**config.mk**
```make
export PLATFORM = sky130hd
export DESIGN_NAME = hamming_code_check_correct
export DESIGN_NICKNAME = d
export VERILOG_FILES = /design/src/hcc_pkg.sv /design/src/hamming_code_check_correct.sv /design/src/hcc_bit_mem.sv /design/src/hcc_syndrome.sv
export SDC_FILE = /design/constraint.sdc
export NUM_CORES = 1
export LEC_CHECK = 0
export ABC_AREA = 1
export ABC_CLOCK_PERIOD_IN_PS = 3500
export BUFFER_PORTS_ARGS = -buffer_cell sky130_fd_sc_hd__buf_2
export CAP_MARGIN = 20
export CORE_MARGIN = 4
export CORE_UTILIZATION = 60
export CTS_BUF_LIST = sky130_fd_sc_hd__clkbuf_8
export CTS_CLUSTER_DIAMETER = 100
export CTS_CLUSTER_SIZE = 30
export DETAILED_ROUTE_END_ITERATION = 10
export HOLD_SLACK_MARGIN = 0.12
export PLACE_DENSITY = 0.77
export SETUP_SLACK_MARGIN = 0.15
export SLEW_MARGIN = 10
export SYNTH_ARGS = -nofsm -noshare
export SYNTH_HDL_FRONTEND = slang
export SYNTH_SLANG_ARGS = --single-unit
```
**constraint.sdc**
```tcl
create_clock -name clk -period 3.5 [get_ports clk]
set_clock_uncertainty 0.2 [all_clocks]
set_input_delay 0.175 -clock clk [delete_from_list [all_inputs] [get_ports clk]]
set_output_delay 0.175 -clock clk [all_outputs]
set_load 0.05 [all_outputs]
```
**src/hcc_pkg.sv**
```systemverilog
package hcc_pkg;

    // Width of the bit count, the code length and the error position.
    localparam int CNT_W = 7;

    typedef logic [CNT_W-1:0] cnt_t;

    // Control of the syndrome accumulator by the sequencer.
    typedef struct packed {
        logic clear;
        logic en;
        logic bit_val;
        cnt_t pos;
    } syn_ctl_t;

    // All power-of-two positions that do not lie beyond the code length.
    function automatic cnt_t group_mask(input cnt_t len);
        cnt_t m;
        m = '0;
        for (int b = 0; b < CNT_W; b++)
        begin
            m[b] = ((CNT_W + 1)'(1) << b) <= {1'b0, len};
        end
        return m;
    endfunction

endpackage

```
**src/hamming_code_check_correct.sv**
```systemverilog
// Serial Hamming single-error-correcting decoder.
// During loading a code bit is accepted in every cycle in which one is offered.
// After the final bit the stored word of length L is read once through the single read
// port of the bit memory to form the syndrome, then read again and sent out at one
// result per cycle while result_stall is low.
// Reset clears the control state and odd_parity; the bit memory itself is not cleared.
module hamming_code_check_correct #(
    parameter int MAX_CODE_BITS = 64
) (
    input  logic clk,
    input  logic rst_n,

    // Configuration: odd_parity, written while the block is idle.
    input  logic cfg_valid,
    output logic cfg_ready,
    input  logic cfg_data,

    // Input code bits.
    input  logic code_valid,
    output logic code_stall,
    input  logic code_bit,
    input  logic final_bit,

    // Corrected results.
    output logic result_valid,
    input  logic result_stall,
    output logic corrected_bit,
    output logic [6:0] error_position,
    output logic position_invalid,
    output logic overflowed,
    output logic run_end
);

    import hcc_pkg::*;

    localparam int   AW      = (MAX_CODE_BITS > 2) ? $clog2(MAX_CODE_BITS) : 1;
    localparam cnt_t MAX_CNT = CNT_W'(MAX_CODE_BITS);

    // The sequencer loads bits, scans them for the syndrome and then emits them.
    typedef enum logic [1:0] {
        ST_LOAD,
        ST_SCAN,
        ST_EMIT
    } state_t;

    state_t   state_reg, state_next;
    cnt_t     count_reg, count_next;
    logic     ovf_reg, ovf_next;
    cnt_t     len_reg, len_next;
    cnt_t     issue_reg, issue_next;
    logic     dvld_reg, dvld_next;
    cnt_t     didx_reg, didx_next;
    logic     odd_reg, odd_next;

    logic     out_valid_reg, out_valid_next;
    logic     out_bit_reg, out_bit_next;
    cnt_t     out_pos_reg, out_pos_next;
    logic     out_inv_reg, out_inv_next;
    logic     out_ovf_reg, out_ovf_next;
    logic     out_end_reg, out_end_next;

    logic     accept;
    logic     has_room;
    logic     mem_we;
    logic     mem_re;
    logic     mem_rdata;
    logic     out_free;
    logic     out_load;
    logic     last_data;
    logic     flip;
    syn_ctl_t syn_ctl;
    cnt_t     syn;
    logic     syn_invalid;

    // Configuration is always taken; the contract keeps writes to idle periods.
    assign cfg_ready = 1'b1;

    assign code_stall = (state_reg != ST_LOAD);
    assign accept     = code_valid && !code_stall;
    assign has_room   = count_reg < MAX_CNT;
    assign mem_we     = accept && has_room;

    // The output register is free when empty or when its result is transferred now.
    assign out_free  = !out_valid_reg || !result_stall;
    assign out_load  = (state_reg == ST_EMIT) && dvld_reg && out_free;
    assign last_data = (didx_reg == len_reg - cnt_t'(1));

    // The bit at position syn (counted from the last bit) sits at index len - syn.
    assign flip = (syn != '0) && !syn_invalid && (didx_reg == len_reg - syn);

    hcc_bit_mem #(
        .DEPTH (MAX_CODE_BITS),
        .AW    (AW)
    ) u_mem (
        .clk   (clk),
        .we    (mem_we),
        .waddr (count_reg[AW-1:0]),
        .wdata (code_bit),
        .re    (mem_re),
        .raddr (issue_reg[AW-1:0]),
        .rdata (mem_rdata)
    );

    hcc_syndrome u_syn (
        .clk        (clk),
        .rst_n      (rst_n),
        .ctl        (syn_ctl),
        .len        (len_reg),
        .odd_parity (odd_reg),
        .syn        (syn),
        .invalid    (syn_invalid)
    );

    always_comb
    begin
        state_next     = state_reg;
        count_next     = count_reg;
        ovf_next       = ovf_reg;
        len_next       = len_reg;
        issue_next     = issue_reg;
        dvld_next      = dvld_reg;
        didx_next      = didx_reg;
        odd_next       = odd_reg;
        mem_re         = 1'b0;
        syn_ctl        = '0;
        out_bit_next   = out_bit_reg;
        out_pos_next   = out_pos_reg;
        out_inv_next   = out_inv_reg;
        out_ovf_next   = out_ovf_reg;
        out_end_next   = out_end_reg;
        out_valid_next = out_valid_reg && result_stall;

        if (cfg_valid)
        begin
            odd_next = cfg_data;
        end

        unique case (state_reg)
            ST_LOAD:
            begin
                if (accept)
                begin
                    if (has_room)
                    begin
                        count_next = count_reg + cnt_t'(1);
                    end
                    else
                    begin
                        ovf_next = 1'b1;
                    end
                    if (final_bit)
                    begin
                        len_next      = has_room ? count_reg + cnt_t'(1) : count_reg;
                        issue_next    = '0;
                        dvld_next     = 1'b0;
                        syn_ctl.clear = 1'b1;
                        state_next    = ST_SCAN;
                    end
                end
            end

            ST_SCAN:
            begin
                mem_re          = issue_reg < len_reg;
                syn_ctl.en      = dvld_reg;
                syn_ctl.bit_val = mem_rdata;
                syn_ctl.pos     = len_reg - didx_reg;
                dvld_next       = mem_re;
                didx_next       = issue_reg;
                if (mem_re)
                begin
                    issue_next = issue_reg + cnt_t'(1);
                end
                if (dvld_reg && last_data)
                begin
                    issue_next = '0;
                    dvld_next  = 1'b0;
                    state_next = ST_EMIT;
                end
            end

            ST_EMIT:
            begin
                mem_re = (issue_reg < len_reg) && (!dvld_reg || out_load);
                if (mem_re)
                begin
                    issue_next = issue_reg + cnt_t'(1);
                    didx_next  = issue_reg;
                    dvld_next  = 1'b1;
                end
                else if (out_load)
                begin
                    dvld_next = 1'b0;
                end
                if (out_load)
                begin
                    out_valid_next = 1'b1;
                    out_bit_next   = mem_rdata ^ flip;
                    out_pos_next   = syn;
                    out_inv_next   = syn_invalid;
                    out_ovf_next   = ovf_reg;
                    out_end_next   = last_data;
                    if (last_data)
                    begin
                        // The last bit of the word now sits in the output register; loading may resume.
                        count_next = '0;
                        ovf_next   = 1'b0;
                        state_next = ST_LOAD;
                    end
                end
            end

            default:
            begin
                state_next = ST_LOAD;
            end
        endcase
    end

    always_ff @(posedge clk or negedge rst_n)
    begin
        if (!rst_n)
        begin
            state_reg     <= ST_LOAD;
            count_reg     <= '0;
            ovf_reg       <= 1'b0;
            len_reg       <= '0;
            issue_reg     <= '0;
            dvld_reg      <= 1'b0;
            didx_reg      <= '0;
            odd_reg       <= 1'b0;
            out_valid_reg <= 1'b0;
        end
        else
        begin
            state_reg     <= state_next;
            count_reg     <= count_next;
            ovf_reg       <= ovf_next;
            len_reg       <= len_next;
            issue_reg     <= issue_next;
            dvld_reg      <= dvld_next;
            didx_reg      <= didx_next;
            odd_reg       <= odd_next;
            out_valid_reg <= out_valid_next;
        end
    end

    // Result payload needs no reset; it is qualified by result_valid.
    always_ff @(posedge clk)
    begin
        out_bit_reg <= out_bit_next;
        out_pos_reg <= out_pos_next;
        out_inv_reg <= out_inv_next;
        out_ovf_reg <= out_ovf_next;
        out_end_reg <= out_end_next;
    end

    assign result_valid     = out_valid_reg;
    assign corrected_bit    = out_bit_reg;
    assign error_position   = out_pos_reg;
    assign position_invalid = out_inv_reg;
    assign overflowed       = out_ovf_reg;
    assign run_end          = out_end_reg;

endmodule

```
**src/hcc_bit_mem.sv**
```systemverilog
module hcc_bit_mem #(
    parameter int DEPTH = 64,
    parameter int AW    = 6
) (
    input  logic          clk,
    input  logic          we,
    input  logic [AW-1:0] waddr,
    input  logic          wdata,
    input  logic          re,
    input  logic [AW-1:0] raddr,
    output logic          rdata
);

    logic mem [DEPTH];
    logic rdata_reg;

    always_ff @(posedge clk)
    begin
        if (we)
        begin
            mem[waddr] <= wdata;
        end
    end

    // The read data holds while no read is issued.
    always_ff @(posedge clk)
    begin
        if (re)
        begin
            rdata_reg <= mem[raddr];
        end
    end

    assign rdata = rdata_reg;

endmodule

```
**src/hcc_syndrome.sv**
```systemverilog
module hcc_syndrome (
    input  logic             clk,
    input  logic             rst_n,
    input  hcc_pkg::syn_ctl_t ctl,
    input  hcc_pkg::cnt_t    len,
    input  logic             odd_parity,
    output hcc_pkg::cnt_t    syn,
    output logic             invalid
);

    import hcc_pkg::*;

    cnt_t acc_reg;
    cnt_t acc_next;

    // Each stored one contributes its position to every group it belongs to.
    always_comb
    begin
        acc_next = acc_reg;
        if (ctl.clear)
        begin
            acc_next = '0;
        end
        else if (ctl.en && ctl.bit_val)
        begin
            acc_next = acc_reg ^ ctl.pos;
        end
    end

    always_ff @(posedge clk or negedge rst_n)
    begin
        if (!rst_n)
        begin
            acc_reg <= '0;
        end
        else
        begin
            acc_reg <= acc_next;
        end
    end

    // Odd parity seeds every group that exists for this length.
    assign syn     = acc_reg ^ (odd_parity ? group_mask(len) : '0);
    assign invalid = syn > len;

endmodule

```
==> out/metrics.cfg, run 1 <==
[timing]
period_share_pct=86.5
setup_viol=0
max_slew_margin_pct=36.6
rsz0062_at_grt=false
slew_violations=0
tightest_slew_ns=0.951
tns_ns=0
hold_viol_final=0
timing.fmax_ghz=0.330
whs_ns=0.122
min_period_ns=3.03

[global_route]
grt_pass1_wl_um=27700
grtUsageTotal_pct=27.4
grt_antenna_before_repair=0
grt_max_degree=65
gr-total-overflow=0
grt_pass1_vias=5439

[worst_setup_path]
cp-end-kind=flop
crit_required_ns=3.50
timing_worst_setup_path_type=reg -> reg
critPathMaxFanout=7
rrSetupSlack_ns=0.47
worst_setup_path_start_kind=flop
arrival_ns=3.03

[finish]
fillers=850
n_antenna_cell=0
final_util_pct=68.4
largest_register=u_mem.mem
largest_reg_flops=64
layout.nets=856
drive_gt1_share_pct=12.1
area_growth_pct=11.1

[floorplan]
coreArea_sq_um=10900
num_rows=38
die_x_um=114
die_area_sq_um=13000
start_util_pct=61.6
die_y_um=114
ios=22

[hold_path]
hold_class=in -> reg

[clock_network]
cts_root_buf=clkbuf_8
cts_sinks=117
postCtsSetupBuffers=0
htree_levels=4
clk_path_buf_depth=2
numCtsBuffers=17
cts_tree=yes
clk_pin_slew_ns=0.08
clkLatencyLatePin_ns=0.44

[run]
drv_cap=0

[placement]
gp_congestion=0.921
port-buffer-count=20
dp_hpwl_um=11900

[yosys]
ys_seq_area_share_pct=49.1
ys_top_cells_by_area=edfxtp_1 (34%), dfrtp_1 (15%), nor2_1 (7.9%)
async_flop_share_pct=35.0
syn-cell-area_sq_um=6740
synth_warnings=0
synth_ff_type=edfxtp_1
syn_avg_cell_area_sq_um=8.55
synth_cell_type_count=49
synth.largest_area_cell=edfxtp_1
synth-edff-count=76
syn_inst=788
synth_nets=824
synth_top_area_share_pct=33.9
ys_ff_latch=117

[pwr]
powerDensity_nw_per_um2=879
p_leak_nw=3.15
finalPower_w=0.00658
ir_worst_vdd_v=0.000723

[status]
outcome=complete, no violations

[drt]
viasPerCell=5.97
drt-total-wl_um=17000
wl_per_cell_um=17.5
num_vias=5808
ant_nets=0
first_pass_iters=6
drc=0
drtIter0Drc=677

==> layer usage <==
layer	vias to the layer above	GRT usage (%)	wire length, um
met4	0	8.00	314
met3	35	6.10	1600
met1	2764	39.2	7210
met5	-	0	0
li1	2720	-	-
met2	289	42.3	7870
==> area by class of cell <==
cell class | count | area (sq um) | area share [%]
Tap cell | 140 | 175 | 2.34
Clock buffer | 17 | 234 | 3.13
Timing Repair Buffer | 30 | 188 | 2.51
Clock inverter | 15 | 228 | 3.04
Multi-Input combinational cell | 567 | 3020 | 40.3
Inverter | 87 | 334 | 4.46
Sequential cell | 117 | 3310 | 44.2
==> stage by stage <==
| step | area, sq um | std cells | worst slack [ns] |
|---|---|---|---|
| after detailed placement | 6970 | 936 | 0.407 |
| after CTS | 7480 | 973 | 0.394 |
| final | 7480 | 973 | 0.473 |
| after global routing | 7480 | 973 | 0.228 |
| after global placement | 6970 | 936 | 0.535 |
| after floorplan | 6740 | 788 | 0.545 |
==> power breakdown <==
| part | total (W) | internal (W) | switching [W] |
|---|---|---|---|
| logic | 0.00309 | 0.000943 | 0.00214 |
| registers | 0.00203 | 0.00174 | 0.000296 |
| clock network | 0.00146 | 0.000856 | 0.000605 |
==> synthesized netlist by cell type (3+ instances only) <==
| cell | instances |
|---|---|
| a21oi_1 | 24 |
| clkbuf_1 | 11 |
| dfrtp_1 | 41 |
| edfxtp_1 | 76 |
| ha_1 | 27 |
| inv_1 | 77 |
| inv_2 | 6 |
| nand2_1 | 139 |
| nand2_2 | 12 |
| nand2_4 | 4 |
| nand3_1 | 47 |
| nand3_2 | 6 |
| nand4_1 | 14 |
| nor2_1 | 142 |
| nor3_1 | 5 |
| o211ai_1 | 5 |
| o21ai_0 | 69 |
| o21ai_1 | 8 |
| o21ai_2 | 3 |
| o221ai_1 | 6 |
| o22ai_1 | 10 |
| o31ai_1 | 3 |
| xnor2_1 | 7 |
| xor2_1 | 12 |
==> repair_timing <==
action                                  in CTS  in global routing
endpoints found under the setup margin       0                  1
hold buffers                                 5                  0
endpoints found under the hold margin       47                  0
resized for setup                            0                  2
==> final timing paths <==
check,startpoint,end,cells after the start
max,len_reg[1],corrected_bit,19
min,final_bit,state_reg[0],5
max reg2reg,len_reg[1],corrected_bit,19
min reg2reg,ovf_reg,overflowed,0
max in group asynchronous,rst_n,len_reg[1],2
min in group asynchronous,rst_n,ovf_reg,2
==> cell usage in the layout, fill, tap and decap left out, types with 2 or more instances in the layout <==
cell type / netlist / layout
buf_4: 1 / 5
xnor2_1: 7 / 7
a21oi_2: 2 / 2
o21ai_0: 69 / 69
clkinv_4: 1 / 3
clkinv_1: 2 / 3
o22ai_1: 10 / 10
xor2_1: 12 / 12
nand2_2: 12 / 12
inv_2: 6 / 7
nand4_1: 14 / 14
a21oi_1: 24 / 24
a31oi_1: 2 / 2
nand2_4: 4 / 4
dfrtp_1: 41 / 40
edfxtp_1: 76 / 76
o31ai_1: 3 / 3
clkbuf_8: 0 / 17
clkinvlp_4: 0 / 2
inv_1: 77 / 77
nor2_4: 2 / 2
o221ai_1: 6 / 6
nor2_2: 2 / 2
nand3_2: 6 / 6
ha_1: 27 / 27
o2111ai_1: 2 / 2
buf_2: 2 / 20
nand3b_1: 2 / 2
o211ai_1: 5 / 5
nand2_1: 139 / 139
nor2_1: 142 / 142
o21ai_2: 3 / 3
nor3_1: 5 / 4
nand3_1: 47 / 47
o21ai_1: 8 / 8
nor3_2: 1 / 2
bufinv_16: 0 / 5
inv_6: 0 / 3
dlygate4sd3_1: 0 / 5
==> cells by family (layout without fill, tap and decap cells) <==
kind of cell,count (synthesis),after routing,share of synthesized area [%]
compound gates,139,139,12.0
xor+xnor,19,19,2.47
fa+ha+maj,28,28,5.31
buf+inv,104,149,6.22
flops,117,117,49.1
mux,1,1,0.167
other cells,1,1,0.0556
simple gates,379,379,24.7
==> worst max-delay path, cell delays in order, from the launching register on <==
cell and delay, ns:
dfrtp_2 0.48, inv_1 0.20, ha_1 0.22, inv_1 0.07
nand2_1 0.07, nand3_1 0.09, nand2_1 0.09, nand2_1 0.05
nand2_1 0.09, inv_1 0.05, ha_1 0.37, inv_1 0.07
o21ai_1 0.16, a21boi_0 0.11, nand2_1 0.10, inv_2 0.04
a21oi_2 0.12, nand3_1 0.09, nand2_1 0.06, nand2_1 0.05
Power figures use the tool's default switching activity.
==> run 2, diff against run 1 <==
--- a/config.mk
+++ b/config.mk
@@ -9,7 +9,7 @@
 export ABC_CLOCK_PERIOD_IN_PS = 3500
 export BUFFER_PORTS_ARGS = -buffer_cell sky130_fd_sc_hd__buf_2
 export CAP_MARGIN = 20
-export CORE_MARGIN = 4
+export CORE_MARGIN = 2
 export CORE_UTILIZATION = 60
 export CTS_BUF_LIST = sky130_fd_sc_hd__clkbuf_8
 export CTS_CLUSTER_DIAMETER = 100
==> out/metrics.cfg, run 2 (synthesis gave the netlist of run 1 again) <==
[drt]
first_pass_iters=7  ; +1
drtIter0Drc=484  ; -29%
drc=0  ; unchanged
num_vias=5639  ; -2.9%
viasPerCell=5.79  ; -3.0%
drt-total-wl_um=16300  ; -3.8%
ant_nets=0  ; unchanged
wl_per_cell_um=16.8  ; -3.9%

[floorplan]
die_area_sq_um=12100  ; -6.9%
die_y_um=110  ; -3.5%
coreArea_sq_um=10900  ; -0.44%
die_x_um=110  ; -3.5%
start_util_pct=61.9  ; +0.27 points
ios=22  ; unchanged
num_rows=38  ; unchanged

[clock_network]
postCtsSetupBuffers=0  ; unchanged
cts_tree=yes
cts_sinks=117  ; unchanged
clk_path_buf_depth=2  ; unchanged
htree_levels=4  ; unchanged
numCtsBuffers=17  ; unchanged
clkLatencyLatePin_ns=0.45  ; about the same
clk_pin_slew_ns=0.07  ; about the same
cts_root_buf=clkbuf_8

[global_route]
grt_pass1_vias=5451  ; +0.22%
gr-total-overflow=0  ; unchanged
grt_max_degree=65  ; unchanged
grtUsageTotal_pct=29.1  ; +1.8 points
grt_antenna_before_repair=0  ; unchanged
grt_pass1_wl_um=26500  ; -4.3%

[finish]
fin_cells=974  ; +0.10%
largest_reg_flops=64  ; unchanged
largest_register=u_mem.mem
area_growth_pct=10.3
mostFrequentLayoutCell=nor2_1
n_antenna_cell=0  ; unchanged
layout.nets=857  ; +0.12%
drive_gt1_share_pct=11.8  ; -0.37 points
layout_common_cells=nor2_1 (142), nand2_1 (139), inv_1 (78), edfxtp_1 (76), o21ai_0 (69)

[hold_path]
hold_class=in -> async

[timing]
rsz0062_at_grt=false
tightest_slew_ns=0.969  ; +0.0180 ns
max_slew_margin_pct=35.4  ; -1.2 points
slew_violations=0  ; unchanged
tns_ns=0  ; unchanged
period_share_pct=87.2  ; +0.68 points
timing.fmax_ghz=0.328  ; -0.78%
min_period_ns=3.05  ; +0.0238 ns
setup_viol=0  ; unchanged
hold_viol_final=0  ; unchanged

[pwr]
p_int_w=0.00337  ; -4.7%
p_leak_nw=3.13  ; -0.71%
sw_frac_of_total_pct=46.9  ; +0.61 points
powerDensity_nw_per_um2=854  ; -2.9%
combPwrFrac_pct=47.6  ; +0.7 points
ir_worst_vdd_v=0.000644  ; -11%
p_clk_share_pct=20.2  ; -2.0 points
power.switching_w=0.00297  ; -2.3%
p_seq_share_pct=32.3  ; +1.4 points

[worst_setup_path]
worst_setup_path_start_kind=flop
cp-end-kind=flop
crit_required_ns=3.51  ; about the same
slowest_delay_ns=0.49  ; about the same
arrival_ns=3.06  ; +0.03 ns
slowest_stage=dfrtp_2
cp_common_cell=nand2_1
timing_worst_setup_path_type=reg -> reg
cp_cell_sequence=inv_1, ha_1, inv_1, nor2_1, nor2_1, nand2_1, nand3_1, nand2_1, inv_1, ha_1, nand2_1, nor2_1, nand3_1, nand2_1, inv_2, a21oi_2, nand3_1, nand2_1, nand2_1
critPathMaxFanout=7  ; unchanged

[run]
drv_cap=0  ; unchanged

[placement]
gp_congestion=0.996  ; +8.1%
dp_hpwl_um=11500  ; -3.8%
place_inst=936  ; unchanged
port-buffer-count=20  ; unchanged

[status]
outcome=complete, no violations

-- run 2: changes by cell type in the layout (fill, tap and decap cells not counted), sizes merged --
cell         delta
dlygate4sd3     +1
bufinv          -2
inv             -1
clkinv          +3
-- run 2: layout make-up --
type / instances / area [sq um]
clock inverters: 15 / 164
multi-input cells: 567 / 3020
flip-flops and latches: 117 / 3310
well taps: 140 / 175
inverters: 87 / 334
repair buffers: 31 / 198
fillers: 867 / 3460
clock buffers: 17 / 234
-- run 2: stage by stage --
| step | hold WS, ns | utilization [%] | setup WS [ns] | instance area [sq um] | total power [W] |
|---|---|---|---|---|---|
| finish | 0.196 | 68.2 | 0.449 | 7430 | 0.00634 |
| floorplan | -0.321 | - | 0.545 | 6740 | 0.00430 |
| CTS | 0.232 | 68.2 | 0.386 | 7430 | 0.00631 |
| global placement | 0.163 | 64.0 | 0.563 | 6970 | 0.00491 |
| global route | 0.276 | 68.2 | 0.184 | 7430 | 0.00677 |
| detailed placement | 0.167 | 64.0 | 0.403 | 6970 | 0.00503 |
-- run 2: path summary, 6_finish.rpt --
| kind | from | end | slack (ns) | cells past startpoint |
|---|---|---|---|---|
| worst max-delay path | len_reg[1] | corrected_bit | 0.45 | 19 |
| worst min-delay path | rst_n | ovf_reg | 0.20 | 2 |
| worst max register to register | len_reg[1] | corrected_bit | 0.45 | 19 |
| worst min register to register | ovf_reg | overflowed | 0.26 | 0 |
| max in group asynchronous | rst_n | len_reg[1] | 2.24 | 2 |
| min in group clk | code_bit | u_mem.mem[6] | 0.24 | 1 |
-- run 2: critical path, delay by kind of cell (launching register included) --
family	cells	cell delay [ns]
AND/OR/NAND/NOR	12	1.04
adder cells (fa/ha/maj)	2	0.58
flip-flops	1	0.49
buffers and inverters	4	0.37
AO/OA/AOI/OAI	1	0.13
-- run 2: what timing repair did --
item | CTS | global route
resized for setup | 0 | 2
endpoints found under the setup margin | 0 | 1
hold buffers | 6 | 0
hold endpoints to repair | 49 | 0
-- run 2: power by group through the flow --
stage / registers (W) / clock network [W] / logic (W)
floorplan: 0.00213 / 0 / 0.00217
global placement: 0.00205 / 0 / 0.00286
detailed placement: 0.00206 / 0 / 0.00297
CTS: 0.00204 / 0.00128 / 0.00299
global route: 0.00208 / 0.00133 / 0.00337
finish: 0.00205 / 0.00128 / 0.00302
-- run 2: metal layers --
metal	up-vias	GRT usage [%]	part of all wire (%)
li1	2722	-	-
met1	2678	38.5	43
met2	203	47.4	47
met3	36	6.41	7.5
met4	0	10.8	2.4
met5	-	0	0
==> run 3, diff against run 2 <==
--- a/config.mk
+++ b/config.mk
@@ -6,7 +6,7 @@
 export NUM_CORES = 1
 export LEC_CHECK = 0
 export ABC_AREA = 1
-export ABC_CLOCK_PERIOD_IN_PS = 3500
+export ABC_CLOCK_PERIOD_IN_PS = 3300
 export BUFFER_PORTS_ARGS = -buffer_cell sky130_fd_sc_hd__buf_2
 export CAP_MARGIN = 20
 export CORE_MARGIN = 2
==> constraint.sdc (replaced) <==
create_clock -name clk -period 3.3 [get_ports clk]
set_clock_uncertainty 0.2 [all_clocks]
set_input_delay 0.165 -clock clk [delete_from_list [all_inputs] [get_ports clk]]
set_output_delay 0.165 -clock clk [all_outputs]
set_load 0.05 [all_outputs]
==> out/metrics.cfg, run 3 (synthesis gave the netlist of run 1 again) <==
[drt]
ant_nets=0  ; unchanged
drt-total-wl_um=16700  ; +2.0%
drtIter0Drc=564  ; +17%
drc=0  ; unchanged
viasPerCell=5.89  ; +1.8%
wl_per_cell_um=17.0  ; +1.1%
num_vias=5793  ; +2.7%
first_pass_iters=6  ; -1

[worst_setup_path]
arrival_ns=2.97  ; -0.09 ns
cp_common_cell=nand2_1
worst_setup_path_start_kind=flop
crit_required_ns=3.30  ; -0.21 ns
timing_worst_setup_path_type=reg -> reg
critPathMaxFanout=6  ; -1
slowest_delay_ns=0.48  ; about the same
crit_family=simple AND/OR/NAND/NOR gates
critPathBufInv=4  ; unchanged
slowest_stage=dfrtp_2
cp-end-kind=flop
cp_cell_sequence=inv_2, ha_1, inv_1, nor2_1, nor2_1, nand2_1, nand3_1, nand2_2, inv_1, ha_2, nand2_1, nor2_1, nand3_1, nand2_1, inv_2, a21oi_2, nand3_1, nand2_1, nand2_1

[global_route]
grt_antenna_before_repair=0  ; unchanged
grtUsageTotal_pct=29.7  ; +0.53 points
grt_pass1_wl_um=27000  ; +2.0%
grt_max_degree=65  ; unchanged
grt_pass1_vias=5553  ; +1.9%
gr-total-overflow=0  ; unchanged

[clock_network]
cts_tree=yes
clk_path_buf_depth=2  ; unchanged
clk_pin_slew_ns=0.08  ; about the same
htree_levels=4  ; unchanged
cts_root_buf=clkbuf_8
numCtsBuffers=17  ; unchanged
clkLatencyLatePin_ns=0.44  ; about the same
cts_sinks=117  ; unchanged

[placement]
dp_hpwl_um=11700  ; +1.8%
place_inst=938  ; +0.21%
gp_congestion=1.00  ; +0.34%
pre_cts_slack_ns=0.169  ; -0.234 ns
port-buffer-count=20  ; unchanged

[floorplan]
die_y_um=110  ; unchanged
num_rows=38  ; unchanged
die_x_um=110  ; unchanged
coreArea_sq_um=10900  ; unchanged
die_area_sq_um=12100  ; unchanged
start_util_pct=61.9  ; unchanged
ios=22  ; unchanged

[run]
drv_cap=0  ; unchanged

[finish]
drive_gt1_share_pct=14.2  ; +2.5 points
layout.nets=866  ; +1.1%
mostFrequentLayoutCell=nor2_1
largest_register=u_mem.mem
n_antenna_cell=0  ; unchanged
area_growth_pct=11.7
layout_common_cells=nor2_1 (141), nand2_1 (137), inv_1 (76), edfxtp_1 (76), o21ai_0 (69)
fin_cells=983  ; +0.92%
largest_reg_flops=64  ; unchanged
fillers=843  ; -2.8%

[timing]
max_slew_margin_pct=36.2  ; +0.80 points
tns_ns=0  ; unchanged
setup_viol=0  ; unchanged
setup_slack_ns=0.336  ; -0.113 ns
period_share_pct=89.8  ; +2.6 points
hold_viol_final=0  ; unchanged
tightest_slew_ns=0.957  ; -0.0120 ns
timing.fmax_ghz=0.337  ; +2.9%
rsz0062_at_grt=false
slew_violations=0  ; unchanged
min_period_ns=2.96  ; -0.0869 ns
whs_ns=0.213  ; +0.0168 ns

[pwr]
powerDensity_nw_per_um2=909  ; +6.5%
p_leak_nw=3.17  ; +1.3%
ir_worst_vdd_v=0.000817  ; +27%

[status]
outcome=complete, no violations

[hold_path]
hold_class=in -> async

run 3: path summary, 6_finish.rpt:
kind | cells past startpoint | startpoint | end | slack (ns)
setup reg to reg | 19 | len_reg[1] | corrected_bit | 0.34
max in group asynchronous | 2 | rst_n | len_reg[2] | 2.02
min in group clk | 1 | code_bit | u_mem.mem[18] | 0.23
hold / removal | 2 | rst_n | ovf_reg | 0.21
hold reg to reg | 0 | ovf_reg | overflowed | 0.26
setup / recovery | 19 | len_reg[1] | corrected_bit | 0.34
run 3: final cells by class:
class / instances / area (sq um) / share of cell area [%]
clock buffers: 17 / 234 / 3.11
clock inverters: 15 / 164 / 2.18
inverters: 87 / 337 / 4.47
multi-input cells: 567 / 3040 / 40.4
flip-flops and latches: 117 / 3310 / 44.0
well taps: 140 / 175 / 2.33
repair buffers: 40 / 265 / 3.52
run 3: through the flow:
step                utilization [%]  total power [W]  area (sq um)
finish                         69.1          0.00684          7530
floorplan                         -          0.00456          6740
global placement               64.2          0.00523          6990
global route                   69.1          0.00733          7530
detailed placement             64.2          0.00537          6990
CTS                            68.4          0.00673          7450
run 3: metal layers:
metal | GRT usage, % | vias to the layer above | part of all wire, %
li1 | - | 2745 | -
met1 | 39.6 | 2734 | 40
met2 | 47.7 | 271 | 49
met3 | 5.47 | 43 | 8.7
met4 | 12.6 | 0 | 2.4
met5 | 0 | - | 0
run 3: power by group:
part           switching (W)  total [W]  internal [W]
Combinational        0.00230    0.00335       0.00105
Sequential          0.000300    0.00214       0.00184
Clock               0.000606    0.00134      0.000738
run 3: timing repair:
action                                  CTS  global route
endpoints found under the hold margin    48             0
hold buffers                              6             0
pin swaps                                 0             4
resized for setup                         1            13
endpoints found under the setup margin    1             1
setup buffers                             0             7
